**src/rtl/pcd_pkg.sv**
```systemverilog
// Shared types, constants and helper functions for the percent decoder.
// No dependencies; the front, queue, back and top files import this package.
`timescale 1ns / 1ps
`default_nettype none

package pcd_pkg;

    // Width of the per-string kept-byte counter.
    localparam int COUNT_BITS = 16;
    localparam int FIELD_BITS = 16;
    localparam int WIDE_BITS  = (COUNT_BITS > FIELD_BITS) ? COUNT_BITS : FIELD_BITS;

    localparam logic [COUNT_BITS-1:0] COUNT_MAX = {COUNT_BITS{1'b1}};

    // Configuration register indexes.
    localparam logic REG_PLUS_AS_SPACE = 1'b0;
    localparam logic REG_MAX_OUT_BYTES = 1'b1;

    localparam logic [7:0] CH_PCT   = 8'h25;
    localparam logic [7:0] CH_PLUS  = 8'h2B;
    localparam logic [7:0] CH_SPACE = 8'h20;
    localparam logic [7:0] CH_W     = 8'h57;
    localparam logic [7:0] CH_ZERO  = 8'h30;

    localparam int QUEUE_DEPTH = 4;
    localparam int QPTR_BITS   = $clog2(QUEUE_DEPTH);

    typedef enum logic [1:0] {
        PH_NONE  = 2'd0,
        PH_PCT   = 2'd1,
        PH_DIGIT = 2'd2
    } phase_t;

    // One classified source byte: up to three candidate output bytes.
    typedef struct packed {
        logic [2:0][7:0] bytes;
        logic [1:0]      cnt;
        logic            last;
    } cmd_t;

    function automatic logic is_hex(input logic [7:0] c);
        return ((c >= 8'h30) && (c <= 8'h39)) ||
               ((c >= 8'h61) && (c <= 8'h66)) ||
               ((c >= 8'h41) && (c <= 8'h46));
    endfunction

    function automatic logic [3:0] hex_val(input logic [7:0] c);
        logic [7:0] t;
        if ((c >= 8'h30) && (c <= 8'h39)) begin
            t = c - CH_ZERO;
        end else begin
            // fold to lower case, then 'a'..'f' minus 'W' gives 10..15
            t = (c | 8'h20) - CH_W;
        end
        return t[3:0];
    endfunction

endpackage

`default_nettype wire

```
**src/rtl/pcd_if.sv**
```systemverilog
// Stream channel interfaces of the percent decoder: source bytes in, results out.
// Depends on nothing but the standard valid/ready handshake.
`timescale 1ns / 1ps
`default_nettype none

interface pcd_in_if;
    logic       valid;
    logic       ready;
    logic [7:0] in_byte;
    logic       in_last;

    modport source (output valid, output in_byte, output in_last, input ready);
    modport sink   (input valid, input in_byte, input in_last, output ready);
endinterface

interface pcd_out_if;
    logic        valid;
    logic        ready;
    logic [7:0]  out_byte;
    logic        byte_valid;
    logic        out_last;
    logic        truncated;
    logic [15:0] out_count;

    modport source (output valid, output out_byte, output byte_valid, output out_last,
                    output truncated, output out_count, input ready);
    modport sink   (input valid, input out_byte, input byte_valid, input out_last,
                    input truncated, input out_count, output ready);
endinterface

`default_nettype wire

```
**src/rtl/pcd_front.sv**
```systemverilog
// Front end: accepts source bytes, tracks the escape state and turns each byte
// into a command of zero to three candidate bytes. Uses pcd_pkg.
`timescale 1ns / 1ps
`default_nettype none

module pcd_front (
    input  wire logic         clk,
    input  wire logic         rst_n,
    input  wire logic         accept,
    input  wire logic [7:0]   in_byte,
    input  wire logic         in_last,
    input  wire logic         plus_as_space,
    output pcd_pkg::cmd_t     cmd,
    output logic              push
);
    import pcd_pkg::*;

    phase_t     phase_reg, phase_next;
    logic [7:0] held_reg, held_next;

    always_ff @(posedge clk or negedge rst_n)
    begin
        if (!rst_n)
        begin
            phase_reg <= PH_NONE;
            held_reg  <= 8'h00;
        end
        else
        begin
            phase_reg <= phase_next;
            held_reg  <= held_next;
        end
    end

    // next escape state
    always_comb
    begin
        phase_next = phase_reg;
        held_next  = held_reg;
        if (accept)
        begin
            case (phase_reg)
                PH_PCT:
                begin
                    if (is_hex(in_byte))
                    begin
                        phase_next = PH_DIGIT;
                        held_next  = in_byte;
                    end
                    else
                    begin
                        phase_next = (in_byte == CH_PCT) ? PH_PCT : PH_NONE;
                    end
                end
                PH_DIGIT:
                begin
                    if (is_hex(in_byte))
                        phase_next = PH_NONE;
                    else
                        phase_next = (in_byte == CH_PCT) ? PH_PCT : PH_NONE;
                end
                default:
                begin
                    phase_next = (in_byte == CH_PCT) ? PH_PCT : PH_NONE;
                end
            endcase
            if (in_last)
            begin
                phase_next = PH_NONE;
                held_next  = 8'h00;
            end
        end
    end

    // candidate bytes for this source byte
    always_comb
    begin
        logic [2:0][7:0] b;
        logic [1:0]      n;
        phase_t          mid;
        logic            fresh_has;
        logic [7:0]      fresh_byte;

        b          = '0;
        n          = 2'd0;
        mid        = PH_NONE;
        fresh_has  = (in_byte != CH_PCT);
        fresh_byte = (plus_as_space && (in_byte == CH_PLUS)) ? CH_SPACE : in_byte;

        case (phase_reg)
            PH_PCT:
            begin
                if (is_hex(in_byte))
                begin
                    mid = PH_DIGIT;
                end
                else
                begin
                    b[n] = CH_PCT;
                    n    = n + 2'd1;
                    if (fresh_has)
                    begin
                        b[n] = fresh_byte;
                        n    = n + 2'd1;
                    end
                    else
                    begin
                        mid = PH_PCT;
                    end
                end
            end
            PH_DIGIT:
            begin
                if (is_hex(in_byte))
                begin
                    b[n] = {hex_val(held_reg), hex_val(in_byte)};
                    n    = n + 2'd1;
                end
                else
                begin
                    b[n] = CH_PCT;
                    n    = n + 2'd1;
                    b[n] = held_reg;
                    n    = n + 2'd1;
                    if (fresh_has)
                    begin
                        b[n] = fresh_byte;
                        n    = n + 2'd1;
                    end
                    else
                    begin
                        mid = PH_PCT;
                    end
                end
            end
            default:
            begin
                if (fresh_has)
                begin
                    b[n] = fresh_byte;
                    n    = n + 2'd1;
                end
                else
                begin
                    mid = PH_PCT;
                end
            end
        endcase

        // end of string flushes a held escape literally
        if (in_last)
        begin
            if (mid == PH_PCT)
            begin
                b[n] = CH_PCT;
                n    = n + 2'd1;
            end
            else if (mid == PH_DIGIT)
            begin
                b[n] = CH_PCT;
                n    = n + 2'd1;
                b[n] = in_byte;
                n    = n + 2'd1;
            end
        end

        cmd.bytes = b;
        cmd.cnt   = n;
        cmd.last  = in_last;
        push      = accept && ((n != 2'd0) || in_last);
    end

endmodule

`default_nettype wire

```
**src/rtl/pcd_queue.sv**
```systemverilog
// Short command queue between the front and back ends of the percent decoder.
// Register based, first word visible at the head. Uses pcd_pkg.
`timescale 1ns / 1ps
`default_nettype none

module pcd_queue (
    input  wire logic          clk,
    input  wire logic          rst_n,
    input  wire logic          push,
    input  wire pcd_pkg::cmd_t push_cmd,
    output logic               full,
    input  wire logic          pop,
    output pcd_pkg::cmd_t      head,
    output logic               empty
);
    import pcd_pkg::*;

    cmd_t                 mem [QUEUE_DEPTH];
    logic [QPTR_BITS-1:0] wr_ptr_reg, wr_ptr_next;
    logic [QPTR_BITS-1:0] rd_ptr_reg, rd_ptr_next;
    logic [QPTR_BITS:0]   fill_reg, fill_next;

    localparam logic [QPTR_BITS:0] FILL_FULL = (QPTR_BITS+1)'(QUEUE_DEPTH);

    assign full  = (fill_reg == FILL_FULL);
    assign empty = (fill_reg == '0);
    assign head  = mem[rd_ptr_reg];

    always_comb
    begin
        logic do_push;
        logic do_pop;
        do_push     = push && !full;
        do_pop      = pop && !empty;
        wr_ptr_next = do_push ? wr_ptr_reg + 1'b1 : wr_ptr_reg;
        rd_ptr_next = do_pop ? rd_ptr_reg + 1'b1 : rd_ptr_reg;
        fill_next   = fill_reg;
        if (do_push && !do_pop)
            fill_next = fill_reg + 1'b1;
        else if (do_pop && !do_push)
            fill_next = fill_reg - 1'b1;
    end

    always_ff @(posedge clk or negedge rst_n)
    begin
        if (!rst_n)
        begin
            wr_ptr_reg <= '0;
            rd_ptr_reg <= '0;
            fill_reg   <= '0;
        end
        else
        begin
            wr_ptr_reg <= wr_ptr_next;
            rd_ptr_reg <= rd_ptr_next;
            fill_reg   <= fill_next;
        end
    end

    always_ff @(posedge clk)
    begin
        if (push && !full)
            mem[wr_ptr_reg] <= push_cmd;
    end

endmodule

`default_nettype wire

```
**src/rtl/pcd_back.sv**
```systemverilog
// Back end: walks the candidate bytes of each command, applies the output
// limit, and drives the registered result channel. Uses pcd_pkg and pcd_if.
`timescale 1ns / 1ps
`default_nettype none

module pcd_back (
    input  wire logic          clk,
    input  wire logic          rst_n,
    input  wire pcd_pkg::cmd_t head,
    input  wire logic          empty,
    output logic               pop,
    input  wire logic [15:0]   max_out_bytes,
    pcd_out_if.source          out_ch
);
    import pcd_pkg::*;

    logic [1:0]            idx_reg, idx_next;
    logic [COUNT_BITS-1:0] kept_reg, kept_next;
    logic                  ovf_reg, ovf_next;

    logic        ov_reg, ov_next;
    logic [7:0]  ob_reg, ob_next;
    logic        obv_reg, obv_next;
    logic        olast_reg, olast_next;
    logic        otrunc_reg, otrunc_next;
    logic [15:0] ocnt_reg, ocnt_next;

    logic [WIDE_BITS-1:0] kept_w, kept1_w, max_w, limit_w;

    assign kept_w  = WIDE_BITS'(kept_reg);
    assign kept1_w = WIDE_BITS'(kept_reg + 1'b1);
    assign max_w   = WIDE_BITS'(max_out_bytes);
    assign limit_w = (max_w > WIDE_BITS'(COUNT_MAX)) ? WIDE_BITS'(COUNT_MAX) : max_w;

    always_comb
    begin
        logic       adv;
        logic       can_keep;
        logic       last_cand;
        logic       emit;

        idx_next    = idx_reg;
        kept_next   = kept_reg;
        ovf_next    = ovf_reg;
        ob_next     = ob_reg;
        obv_next    = obv_reg;
        olast_next  = olast_reg;
        otrunc_next = otrunc_reg;
        ocnt_next   = ocnt_reg;
        pop         = 1'b0;
        emit        = 1'b0;

        adv       = !empty && (!ov_reg || out_ch.ready);
        can_keep  = !ovf_reg && (kept_w < limit_w);
        last_cand = (idx_reg == (head.cnt - 2'd1));

        if (adv)
        begin
            if (head.cnt == 2'd0)
            begin
                // status-only end of string
                emit        = 1'b1;
                ob_next     = 8'h00;
                obv_next    = 1'b0;
                olast_next  = 1'b1;
                otrunc_next = ovf_reg;
                ocnt_next   = kept_w[15:0];
                kept_next   = '0;
                ovf_next    = 1'b0;
                idx_next    = 2'd0;
                pop         = 1'b1;
            end
            else if (can_keep)
            begin
                emit        = 1'b1;
                ob_next     = head.bytes[idx_reg];
                obv_next    = 1'b1;
                ocnt_next   = kept1_w[15:0];
                olast_next  = 1'b0;
                otrunc_next = 1'b0;
                kept_next   = kept_reg + 1'b1;
                if (head.last && (last_cand || (kept1_w >= limit_w)))
                begin
                    // final kept byte; any later candidates are dropped
                    olast_next  = 1'b1;
                    otrunc_next = !last_cand;
                    kept_next   = '0;
                    ovf_next    = 1'b0;
                    idx_next    = 2'd0;
                    pop         = 1'b1;
                end
                else if (last_cand)
                begin
                    idx_next = 2'd0;
                    pop      = 1'b1;
                end
                else
                begin
                    idx_next = idx_reg + 2'd1;
                end
            end
            else
            begin
                // limit hit: the rest of this command is dropped at once
                idx_next = 2'd0;
                pop      = 1'b1;
                ovf_next = 1'b1;
                if (head.last)
                begin
                    emit        = 1'b1;
                    ob_next     = 8'h00;
                    obv_next    = 1'b0;
                    olast_next  = 1'b1;
                    otrunc_next = 1'b1;
                    ocnt_next   = kept_w[15:0];
                    kept_next   = '0;
                    ovf_next    = 1'b0;
                end
            end
        end

        if (emit)
            ov_next = 1'b1;
        else if (out_ch.ready)
            ov_next = 1'b0;
        else
            ov_next = ov_reg;
    end

    always_ff @(posedge clk or negedge rst_n)
    begin
        if (!rst_n)
        begin
            idx_reg  <= 2'd0;
            kept_reg <= '0;
            ovf_reg  <= 1'b0;
            ov_reg   <= 1'b0;
        end
        else
        begin
            idx_reg  <= idx_next;
            kept_reg <= kept_next;
            ovf_reg  <= ovf_next;
            ov_reg   <= ov_next;
        end
    end

    always_ff @(posedge clk)
    begin
        ob_reg     <= ob_next;
        obv_reg    <= obv_next;
        olast_reg  <= olast_next;
        otrunc_reg <= otrunc_next;
        ocnt_reg   <= ocnt_next;
    end

    assign out_ch.valid      = ov_reg;
    assign out_ch.out_byte   = ob_reg;
    assign out_ch.byte_valid = obv_reg;
    assign out_ch.out_last   = olast_reg;
    assign out_ch.truncated  = otrunc_reg;
    assign out_ch.out_count  = ocnt_reg;

endmodule

`default_nettype wire

```
**src/rtl/percent_decoder_top.sv**
```systemverilog
// Percent decoder top level: configuration registers, front end, command
// queue and back end. Uses pcd_pkg, pcd_if, pcd_front, pcd_queue, pcd_back.
//
// Usage:
//   in_ch takes one source byte per request, in_last on the final byte of a
//   string (strings hold at least one byte, no terminating NUL). out_ch gives
//   decoded bytes with a running kept count; the final result of a string has
//   out_last set and truncated telling whether the output limit dropped bytes.
//   A string that ends with no decoded byte gets one status result with
//   byte_valid low.
//   Configuration: cfg_we writes cfg_wdata to register cfg_index
//   (0 plus_as_space, 1 max_out_bytes); write only while the block is idle.
//   A result passes through the command queue and then the output register once
//   its source byte is accepted. Input accepts one byte per cycle while the four-entry
//   command queue has room; the back end emits one result per cycle while the
//   receiver takes them, so a source byte that expands to three results holds the
//   back end for each of them, while bytes held in an escape cost none.
//   A stalled receiver holds the output register; the queue fills and then
//   in_ch.ready drops. Reset clears the escape state, counts and queue and
//   restores plus_as_space=0, max_out_bytes=65535; no clearing pass is needed.
`timescale 1ns / 1ps
`default_nettype none

module percent_decoder_top (
    input  wire logic        clk,
    input  wire logic        rst_n,
    input  wire logic        cfg_we,
    input  wire logic        cfg_index,
    input  wire logic [15:0] cfg_wdata,
    pcd_in_if.sink           in_ch,
    pcd_out_if.source        out_ch
);
    import pcd_pkg::*;

    logic        plus_reg;
    logic [15:0] max_reg;

    always_ff @(posedge clk or negedge rst_n)
    begin
        if (!rst_n)
        begin
            plus_reg <= 1'b0;
            max_reg  <= 16'hFFFF;
        end
        else if (cfg_we)
        begin
            case (cfg_index)
                REG_PLUS_AS_SPACE: plus_reg <= cfg_wdata[0];
                REG_MAX_OUT_BYTES: max_reg  <= cfg_wdata;
                default:           max_reg  <= max_reg;
            endcase
        end
    end

    cmd_t push_cmd;
    cmd_t head;
    logic push, full, pop, empty, accept;

    assign in_ch.ready = !full;
    assign accept      = in_ch.valid && !full;

    pcd_front u_front (
        .clk           (clk),
        .rst_n         (rst_n),
        .accept        (accept),
        .in_byte       (in_ch.in_byte),
        .in_last       (in_ch.in_last),
        .plus_as_space (plus_reg),
        .cmd           (push_cmd),
        .push          (push)
    );

    pcd_queue u_queue (
        .clk      (clk),
        .rst_n    (rst_n),
        .push     (push),
        .push_cmd (push_cmd),
        .full     (full),
        .pop      (pop),
        .head     (head),
        .empty    (empty)
    );

    pcd_back u_back (
        .clk           (clk),
        .rst_n         (rst_n),
        .head          (head),
        .empty         (empty),
        .pop           (pop),
        .max_out_bytes (max_reg),
        .out_ch        (out_ch)
    );

endmodule

`default_nettype wire
```
**src/flat_wrapper.sv**
```systemverilog
// flat-port wrapper written by rule: the top's interface ports become plain ports
module percent_decoder_top_flat import pcd_pkg::*;
  (clk, rst_n, cfg_we, cfg_index, cfg_wdata, in_ch_valid, in_ch_in_byte, in_ch_in_last, in_ch_ready, out_ch_valid, out_ch_out_byte, out_ch_byte_valid, out_ch_out_last, out_ch_truncated, out_ch_out_count, out_ch_ready);
  pcd_in_if in_ch_i ();
  pcd_out_if out_ch_i ();
  input  wire logic clk;
  input  wire logic rst_n;
  input  wire logic cfg_we;
  input  wire logic cfg_index;
  input  wire logic [15:0] cfg_wdata;
  input wire logic [$bits(in_ch_i.valid)-1:0] in_ch_valid;
  input wire logic [$bits(in_ch_i.in_byte)-1:0] in_ch_in_byte;
  input wire logic [$bits(in_ch_i.in_last)-1:0] in_ch_in_last;
  output wire logic [$bits(in_ch_i.ready)-1:0] in_ch_ready;
  output wire logic [$bits(out_ch_i.valid)-1:0] out_ch_valid;
  output wire logic [$bits(out_ch_i.out_byte)-1:0] out_ch_out_byte;
  output wire logic [$bits(out_ch_i.byte_valid)-1:0] out_ch_byte_valid;
  output wire logic [$bits(out_ch_i.out_last)-1:0] out_ch_out_last;
  output wire logic [$bits(out_ch_i.truncated)-1:0] out_ch_truncated;
  output wire logic [$bits(out_ch_i.out_count)-1:0] out_ch_out_count;
  input wire logic [$bits(out_ch_i.ready)-1:0] out_ch_ready;
  assign in_ch_i.valid = in_ch_valid;
  assign in_ch_i.in_byte = in_ch_in_byte;
  assign in_ch_i.in_last = in_ch_in_last;
  assign in_ch_ready = in_ch_i.ready;
  assign out_ch_valid = out_ch_i.valid;
  assign out_ch_out_byte = out_ch_i.out_byte;
  assign out_ch_byte_valid = out_ch_i.byte_valid;
  assign out_ch_out_last = out_ch_i.out_last;
  assign out_ch_truncated = out_ch_i.truncated;
  assign out_ch_out_count = out_ch_i.out_count;
  assign out_ch_i.ready = out_ch_ready;
  percent_decoder_top u_core (.clk(clk), .rst_n(rst_n), .cfg_we(cfg_we), .cfg_index(cfg_index), .cfg_wdata(cfg_wdata), .in_ch(in_ch_i), .out_ch(out_ch_i));
endmodule
```
**config.mk**
```make
export PLATFORM = sky130hd
export DESIGN_NAME = percent_decoder_top_flat
export DESIGN_NICKNAME = d
export VERILOG_FILES = /design/src/rtl/pcd_pkg.sv /design/src/rtl/pcd_if.sv /design/src/rtl/pcd_front.sv /design/src/rtl/pcd_queue.sv /design/src/rtl/pcd_back.sv /design/src/rtl/percent_decoder_top.sv /design/src/flat_wrapper.sv
export SDC_FILE = /design/constraint.sdc
export NUM_CORES = 1
export LEC_CHECK = 0
export BUFFER_PORTS_ARGS = -buffer_cell sky130_fd_sc_hd__buf_4
export CELL_PAD_IN_SITES_DETAIL_PLACEMENT = 0
export CELL_PAD_IN_SITES_GLOBAL_PLACEMENT = 1
export CORE_ASPECT_RATIO = 1.25
export CORE_MARGIN = 4
export CORE_UTILIZATION = 54
export DETAILED_ROUTE_END_ITERATION = 6
export PLACE_DENSITY = 0.85
export SYNTH_ARGS = -nofsm -noshare
export SYNTH_HDL_FRONTEND = slang
export SYNTH_SLANG_ARGS = --single-unit
```
**constraint.sdc**
```tcl
create_clock -name clk -period 12.1 [get_ports clk]
set_clock_uncertainty 0.05 [all_clocks]
set_input_delay 0.605 -clock clk [delete_from_list [all_inputs] [get_ports clk]]
set_output_delay 0.605 -clock clk [all_outputs]
set_load 0.02 [all_outputs]
```
# Yosys cells after proc, flatten, opt, wreduce, memory -nomap -nowiden
# Memory sizes are Yosys's and may differ from the RTL's.
# Cells that the tools add are included.
# Widths: inputs -> output; s select.
# totals
wordCells	183
ff_bits	81
n_memories	1
ram_bits	108
# op_classes
reduce_logical	41
bitwise_logic	4
n_addsub	13
eq_ne	10
magnitude_cmp	16
mux	82
# mem_list
name	words	word_bits	read_ports	rd_ports_with_merged_regs	write_ports	line	text
u_core.u_queue.mem	4	27	1	0	1	pcd_queue.sv:18	cmd_t mem [QUEUE_DEPTH];
# ops
op	count
$mux 16	10
$mux 8	12
$mux 24	3
$demux 8 s2	2
$pmux 8 s2	2
$mux 1	31
$mux 2	13
$bwmux 24	1
$add 16x1->16 const B	1
$bmux 8 s2	1
$eq 8x6->1 const B	2
$ge 16x16->1	1
$ge 8x6->1 const B	2
$ge 8x7->1 const B	2
$gt 16x16->1 const B	1
$le 8x6->1 const B	2
$le 8x7->1 const B	2
$logic_and 1x1->1	16
$lt 16x16->1	1
$and 15x15->15	1
$not 15->15	1
$pmux 2 s2	3
$add 2x1->2 const B	5
$reduce_bool 2->1	5
24 further kinds	46

# Depth between registers and ports, before layout
# Gate-level depths: netlist (run 1).
# logic_depth
ltp_word	19
depth_mapped	22
mapped_depth_nobuf	21

# Cells and area by module
# Synthesis (run 1) repeated with hierarchy kept, for this count alone.
# unflattened
cells_unflattened	802
area_unflattened_um2	10113.4
# by_module_without_submodules
module	seq_area_each_um2	instances	area_per_inst_um2	cells_each
pcd_queue	3418.3	1	4327.9	177
pcd_back	1311.3	1	3315.7	362
pcd_front	250.2	1	1747.9	224
percent_decoder_top	445.4	1	721.9	39

# Least setup slack after synthesis (run 1)
# OpenSTA, ideal clock, no wires.
# synth_timing
path_type	flip-flop to flip-flop
startpoint	register u_core.u_back.kept_reg[2]
endpoint	register u_core.u_queue.fill_reg[2]
arrival_time_ns	4.684
n_path_buf	3
setup_slack_ns	7.287
required_ns	11.971
path_stages_with_launch	23
cell_sequence	dfrtp_1 buf_4 nand3_2 or2_2 clkbuf_1 nor2_2 and3_1 clkbuf_1 and3_1 xor2_1 ha_1 nand4_1 nor3_1 or3_1 o31a_1 nor4_1 or2_2 ha_1 inv_1 fa_1 xor2_1 nor2_1 xor2_1
# synth_via
elab_chain_cells	12
word_cells_on_any_way	16
# synth_rtl
item	line	text
start: declaration	pcd_back.sv:18	logic [COUNT_BITS-1:0] kept_reg, kept_next;
start signal: assignment	pcd_back.sv:142	kept_reg <= kept_next;
$add 16x1->16	pcd_back.sv:31	assign kept1_w = WIDE_BITS'(kept_reg + 1'b1);
$ge 16x16->1	pcd_back.sv:82	if (head.last && (last_cand || (kept1_w >= limit_w)))
$logic_or 1x1->1	pcd_back.sv:82	
$logic_and 1x1->1	pcd_back.sv:82	
$mux 1	pcd_back.sv:82	
$mux 1 *	pcd_back.sv:73	else if (can_keep)
$mux 1 *	pcd_back.sv:59	if (head.cnt == 2'd0)
$mux 1 *	pcd_back.sv:57	if (adv)
$logic_and 1x1->1 *	pcd_queue.sv:34	do_pop = pop && !empty;
$logic_not 1->1	pcd_queue.sv:38	if (do_push && !do_pop)
$logic_and 1x1->1	pcd_queue.sv:38	
$mux 3 or $reduce_bool 2->1 (tied branches)	-	
end signal: assignment	pcd_queue.sv:56	fill_reg <= fill_next;
end: declaration	pcd_queue.sv:21	logic [QPTR_BITS:0] fill_reg, fill_next;
# Mark *: on every way between the ends. The rest lies on a longest branch, timed or not.
# A chain may end at the register's enable or synchronous reset.

# Worst setup path in the final report (run 1)
# layout_timing
startpoint	register u_core.u_back.kept_reg[0]
endpoint	register u_core.u_queue.fill_reg[2]
# The elaborated chain is that of the path after synthesis.

==> flow_summary.json, run 1 <==
{
  "start_util_pct": 55.6,
  "ant_nets": 0,
  "synth_top_area_share_pct": 41.3,
  "syn_area_per_cell_um2": 12.3,
  "avgViaCountPerCell": 5.93,
  "nNetsFinal": 926,
  "r2r-end": "u_core.u_queue.fill_reg[2]$_DFFE_PN0P_",
  "syn_area_um2": 9810,
  "multiInputGateArea_um2": 4040,
  "yosys_warnings": 0,
  "drt_iter0_drc": 453,
  "grt_pass1_vias": 6744,
  "ys.flop_type": "edfxtp_1",
  "clockBufferDepth": 2,
  "post_cts_buffers": 0,
  "root_buffer": "clkbuf_16",
  "yosys-top-cells-area": "edfxtp_1 (41%), dfrtp_1 (9.7%), ha_1 (6.9%)",
  "powerDensity_nw_per_um2": 215,
  "ctsResizeCount": 0,
  "worstPathRequired_ps": 12400,
  "cts.clk_slew.worst_paths_ps": 70,
  "wl_per_cell_um": 20.4,
  "slew_viol_final": 0,
  "drt_pass1_iterations": 5,
  "fin_crit_ps": 5430,
  "cp-start-kind": "flop",
  "io_pins": 60,
  "drive_above_1_share_pct": 21.2,
  "synth.net_count": 883,
  "ys_seq_area_share_pct": 55.3,
  "htreeDepth": 4,
  "topRoutingLayerUsed": "met4",
  "wl_met3_um": 1010,
  "n_antenna_cell": 0,
  "drt-total-wl_um": 22000,
  "p_leak_uw": 0.00438,
  "hpwl_um": 15900,
  "wl_met1_um": 8570,
  "die_h_um": 159,
  "crit_path_start": "u_core.u_back.kept_reg[0]$_DFFE_PN0P_",
  "largest-register": "u_core.u_queue.mem",
  "seqCellArea_um2": 5430,
  "setup_slack_ps": 6670,
  "largest_register_ffs": 108,
  "layout_common_cells": "edfxtp_1 (135), nand2_1 (83), buf_4 (68)",
  "path_class": "reg -> reg",
  "core-area_um2": 17600,
  "synthArstFlopShare_pct": 28.6,
  "mostFrequentLayoutCell": "edfxtp_1",
  "period_share_pct": 44.8,
  "syn_to_final_growth_pct": 12.3,
  "worstPathMaxFanout": 6,
  "endpoint_kind": "flop",
  "worstMarginPinSlew_ps": 1150,
  "hold_buffers": 0,
  "relSlewSlack_pct": 23.0,
  "maxCapViolations": 0,
  "reg2regPathDepth": 21,
  "cts_tree": "yes",
  "synth-seq-cells": 189,
  "drc": 0,
  "hold_viol_final": 0,
  "grt-ovfl-total": 0,
  "num_rows": 54,
  "status": "complete, no violations",
  "worstSkewPairLatency_ps": 430,
  "vias": 6382,
  "tns_ps": 0,
  "dpl_worst_slack_ps": 6670,
  "setup_viol": 0,
  "endpoint": "u_core.u_queue.fill_reg[2]$_DFFE_PN0P_",
  "die_w_um": 129,
  "vdd_drop_max_v": 0.000115,
  "rsz0062_at_grt": "false",
  "crit_arrival_ps": 5720,
  "port_buffers": 59,
  "worstReg2RegStart": "u_core.u_back.kept_reg[0]$_DFFE_PN0P_",
  "die_area_um2": 20400,
  "grt_max_degree": 55,
  "utilization_pct": 62.5,
  "yosysTopAreaCell": "edfxtp_1",
  "grt_usage_pct": 22.6,
  "cts.sinks": 189,
  "antenna_found_initial": 0,
  "met2WireLength_um": 11700,
  "rrSetupSlack_ps": 6670,
  "cts_inserted_buffers": 17,
  "fillerInstances": 1398,
  "netlist_instances": 797,
  "timing.fmax_mhz": 184,
  "grt_pass1_wl_um": 35900,
  "hold_class": "in -> async",
  "synth_edf_count": 135,
  "synthDistinctLibCells": 71,
  "place_congestion": 0.909
}
-- Yosys cell counts (3+ instances only) --
cell       number
xor2_1         19
a22oi_1         8
and2_1          8
a211oi_1        6
a21oi_1        37
nand2b_1        4
a2111oi_0       3
mux2_2         19
edfxtp_1      135
buf_1           6
o221ai_1        5
or2_2           5
inv_1          45
nor3b_1         3
dfstp_2        16
a211oi_2        3
nand3_1        18
nor2_1         50
o21ai_0        33
mux2i_1        11
a221oi_1        3
dfrtp_1        38
nor3_1         13
mux4_2         27
nand4_1         7
a32o_1          7
a21o_1          5
nand2_1        83
clkbuf_1       27
a22o_1          7
nor2b_1        10
o211ai_1        4
buf_2           8
and3_1          6
ha_1           54
xnor2_1        18
-- cell type report --
| cell class | count | area share (%) |
|---|---|---|
| Sequential cell | 189 | 49.2 |
| Multi-Input combinational cell | 518 | 36.6 |
| Timing Repair Buffer | 68 | 4.63 |
| Clock buffer | 19 | 3.93 |
| Tap cell | 224 | 2.54 |
| Inverter | 46 | 1.57 |
| Clock inverter | 13 | 1.44 |
-- critical path: stages, from the launching register on --
cell	delay, ps
dfrtp_1	450
ha_1	260
nand3_1	210
nor2_1	440
nand3_1	180
inv_1	100
nand3_1	120
or2_2	310
nand2_1	80
ha_1	240
nand4_1	120
nor3_1	70
or3_1	310
o31a_1	320
nor4_1	700
or2_2	260
ha_1	180
inv_1	80
fa_1	440
xor2_1	170
nor2_1	110
xor2_1	160
-- report_power, final --
| group | switching, uW | internal [uW] | leakage, uW | total (uW) |
|---|---|---|---|---|
| Clock | 249 | 310 | 0.000280 | 559 |
| Sequential | 81.2 | 895 | 0.00195 | 977 |
| Combinational | 496 | 334 | 0.00214 | 830 |
-- per-stage QoR --
stage	hold slack [ps]	cells	area (um^2)	total power (uW)
floorplan	259	797	9810	1550
global placement	457	1045	10400	1800
detailed placement	471	1045	10400	1830
CTS	205	1077	11000	2400
global route	234	1077	11000	2510
finish	191	1077	11000	2370
-- how the worst min path moves through the flow --
stage	endpoint	slack (ps)	cells after the start	startpoint
floorplan	u_core.plus_reg$_DFFE_PN0P_	260	0	rst_n
global route	u_core.u_back.kept_reg[5]$_DFFE_PN0P_	230	1	rst_n
global placement	u_core.u_back.out_ch.valid$_DFFE_PN0P_	460	2	u_core.u_back.out_ch.valid$_DFFE_PN0P_
detailed placement	u_core.u_back.out_ch.valid$_DFFE_PN0P_	470	2	u_core.u_back.out_ch.valid$_DFFE_PN0P_
CTS	u_core.u_back.kept_reg[5]$_DFFE_PN0P_	200	1	rst_n
finish	u_core.u_back.kept_reg[5]$_DFFE_PN0P_	190	1	rst_n
-- metal layers --
metal	up-vias	track usage, %
li1	3012	-
met1	3130	27.5
met2	195	39.2
met3	45	4.60
met4	0	8.74
met5	-	0
-- kinds of logic after synthesis --
logic type	Yosys count	share of synthesized area (%)
xor+xnor	37	3.30
fa+ha+maj	55	7.09
compound gates	142	10.0
simple gates	227	11.2
mux	57	9.50
flops	189	55.3
buf+inv	90	3.63
Power figures use the tool's default switching activity.
==> run 2, diff against run 1 <==
Settings changed: ABC_AREA set to 1, CORE_UTILIZATION 54 to 43, PLACE_DENSITY 0.85 to 0.76.
Clock period 12.1 ns to 4.5 ns, I/O delays scaled along.
==> run 2 against run 1 <==
  * Combinational power grew to 2.6 times the previous value
  * Worst setup slack worse by 6300 ps
  * Register-to-register slack worse by 6300 ps
  * Sequential cell count did not move
  * Critical path depth up 1
  * Clock-buffer cell count is 1 lower
  * Worst hold slack got worse by 170 ps
  * Global-route usage is 3.3 points lower
  * Final area is 2.9% higher
  * Routed wire length up 8.6%
  * Final cell count is 29% higher
  * Critical path type unchanged
==> flow_summary.json, run 2 <==
{
  "globalRouteMet3Util_pct": 2.54,
  "largest_register_ffs": 108,
  "grt_pass1_vias": 7144,
  "timing.fmax_mhz": 245,
  "rrSetupSlack_ps": 420,
  "finalNonFillerCells": 1393,
  "min_to": "u_core.plus_reg$_DFFE_PN0P_",
  "cts.clk_slew.worst_paths_ps": 70,
  "root_buffer": "clkbuf_16",
  "grt-ovfl-total": 0,
  "crit_arrival_ps": 4360,
  "htreeDepth": 4,
  "swShare_pct": 36.6,
  "nNetsFinal": 1183,
  "worstMarginPinSlew_ps": 946,
  "hold_ws_ps": 26.4,
  "hold_viol_final": 0,
  "netlist_instances": 1025,
  "hold_buffers": 19,
  "start_util_pct": 44.0,
  "ys_seq_area_share_pct": 55.2,
  "num_rows": 61,
  "status": "complete, no violations",
  "ant_nets": 0,
  "synth-seq-cells": 189,
  "dp_cells": 1342,
  "pwr-share-clk_pct": 24.7,
  "path_class": "reg -> reg",
  "drt-total-wl_um": 23900,
  "synth_top_area_share_pct": 41.2,
  "core-area_um2": 22400,
  "port_buffers": 59,
  "hold_class": "in -> reg",
  "drc": 0,
  "grt_max_degree": 56,
  "clockBufferDepth": 2,
  "syn_area_um2": 9830,
  "finalPower_uw": 6140,
  "reg2regPathDepth": 22,
  "synth_edf_count": 135,
  "worstReg2RegStart": "u_core.u_back.kept_reg[0]$_DFFE_PN0P_",
  "vias": 7346,
  "synth.most_common_cell": "nand2_1",
  "crit_path_start": "u_core.u_back.kept_reg[0]$_DFFE_PN0P_",
  "hpwl_um": 16500,
  "drive_above_1_share_pct": 13.9,
  "use_met2_pct": 32.3,
  "power.internal_uw": 3890,
  "synth.net_count": 1111,
  "pwr-share-seq_pct": 40.5,
  "cts.sinks": 189,
  "vdd_drop_max_v": 0.000328,
  "post_cts_buffers": 0,
  "drt_pass1_iterations": 5,
  "rsz0062_at_grt": "false",
  "yosysTopAreaCell": "edfxtp_1",
  "setup_viol": 0,
  "grt_usage_pct": 19.3,
  "grt_pass1_wl_um": 37800,
  "ys.flop_type": "edfxtp_1",
  "hold_path_depth": 3,
  "powerDensity_nw_per_um2": 541,
  "io_pins": 60,
  "layout_common_cells": "nand2_1 (193), edfxtp_1 (135), nor2_1 (115)",
  "period_share_pct": 90.7,
  "die_w_um": 143,
  "synthDistinctLibCells": 47,
  "p_leak_uw": 0.00479,
  "synth_common_cells": "nand2_1 (193), edfxtp_1 (135), nor2_1 (120)",
  "maxCapViolations": 0,
  "p_switching_uw": 2250,
  "antenna_found_initial": 0,
  "holdCritStartpoint": "cfg_index",
  "syn_area_per_cell_um2": 9.59,
  "fin_crit_ps": 4080,
  "gr-max-usage-layer": "met2",
  "yosys-top-cells-area": "edfxtp_1 (41%), dfrtp_1 (9.7%), nand2_1 (7.4%)",
  "largest-register": "u_core.u_queue.mem",
  "syn_to_final_growth_pct": 15.3,
  "tns_ps": 0,
  "synthArstFlopShare_pct": 28.6,
  "endpoint_kind": "flop",
  "cts_tree": "yes",
  "worstPathMaxFanout": 6,
  "r2r-end": "u_core.u_queue.fill_reg[2]$_DFFE_PN0P_",
  "combPwrFrac_pct": 34.9,
  "n_antenna_cell": 0,
  "yosys_warnings": 0,
  "drt_iter0_drc": 528,
  "die_h_um": 177,
  "place_congestion": 0.908,
  "gr-usage-met1_pct": 25.5,
  "ctsResizeCount": 0,
  "relSlewSlack_pct": 36.8,
  "mostFrequentLayoutCell": "nand2_1",
  "die_area_um2": 25400,
  "avgViaCountPerCell": 5.27,
  "cp-start-kind": "flop",
  "worstPathRequired_ps": 4780,
  "slew_viol_final": 0,
  "cts_inserted_buffers": 17,
  "wl_per_cell_um": 17.2,
  "worstSkewPairLatency_ps": 440
}
## run 2: layout make-up
type	count	area, um^2
well taps	283	354
flip-flops and latches	189	5430
inverters	109	409
repair buffers	88	708
multi-input cells	692	3850
fillers	2065	11000
clock inverters	14	164
clock buffers	18	429
## run 2: logic make-up (layout without fill, tap and decap cells)
group	Yosys count	count (layout)	share of synthesized area (%)
flip-flops	189	189	55.2
AND/OR/NAND/NOR	390	390	17.0
AO/OA/AOI/OAI	225	225	13.0
XOR/XNOR	22	22	1.96
adder cells (fa/ha/maj)	55	55	7.08
buffers and inverters	144	229	5.82
## run 2: worst max-delay path, stage by stage, from the launching register on
cell and delay, ps:
dfrtp_1 450, ha_1 230, nand3_1 150, nor2_2 190, nand3_1 130, nor2_1 240, nand3_1 130, xor2_1 160
inv_1 90, ha_1 290, nand2_1 80, nor2_1 40, a21oi_1 130, nand4_1 120, nand2_1 130, nand3_1 160
nand2_1 140, ha_1 150, inv_1 70, fa_1 440, a21oi_1 140, o21ai_0 110, xnor2_1 130
## run 2: worst max-delay path by stage
stage	depth (start not counted)	end	slack, ps
floorplan	22	u_core.u_queue.fill_reg[2]$_DFFE_PN0P_	1010
global route	24	u_core.u_queue.fill_reg[2]$_DFFE_PN0P_	20
CTS	22	u_core.u_queue.fill_reg[2]$_DFFE_PN0P_	490
detailed placement	22	u_core.u_queue.fill_reg[2]$_DFFE_PN0P_	520
finish	22	u_core.u_queue.fill_reg[2]$_DFFE_PN0P_	420
global placement	20	u_core.u_queue.fill_reg[2]$_DFFE_PN0P_	670
## run 2: layer usage
metal  share of wire, %  up-vias  wire length (um)
met2                 49      192             11700
met3                4.2       42               996
met1                 44     3460             10500
met4                2.9        0               689
li1                   -     3652                 -
met5                  0        -                 0
## run 2: power by group through the flow
stage	registers, uW	logic (uW)	clock network [uW]
2_1_floorplan	2610	1350	0
3_3_place_gp	2510	2120	0
3_5_place_dp	2520	2140	0
4_1_cts	2490	2170	1540
5_1_grt	2520	2400	1620
6_report	2480	2140	1510
## run 2: through the flow
| stage | utilization [%] | worst slack (ps) | area, um^2 |
|---|---|---|---|
| after floorplan | - | 1010 | 9830 |
| after global placement | 47.2 | 669 | 10600 |
| after detailed placement | 47.2 | 516 | 10600 |
| after CTS | 50.7 | 490 | 11300 |
| after global routing | 50.7 | 17.5 | 11300 |
| final | 50.7 | 416 | 11300 |
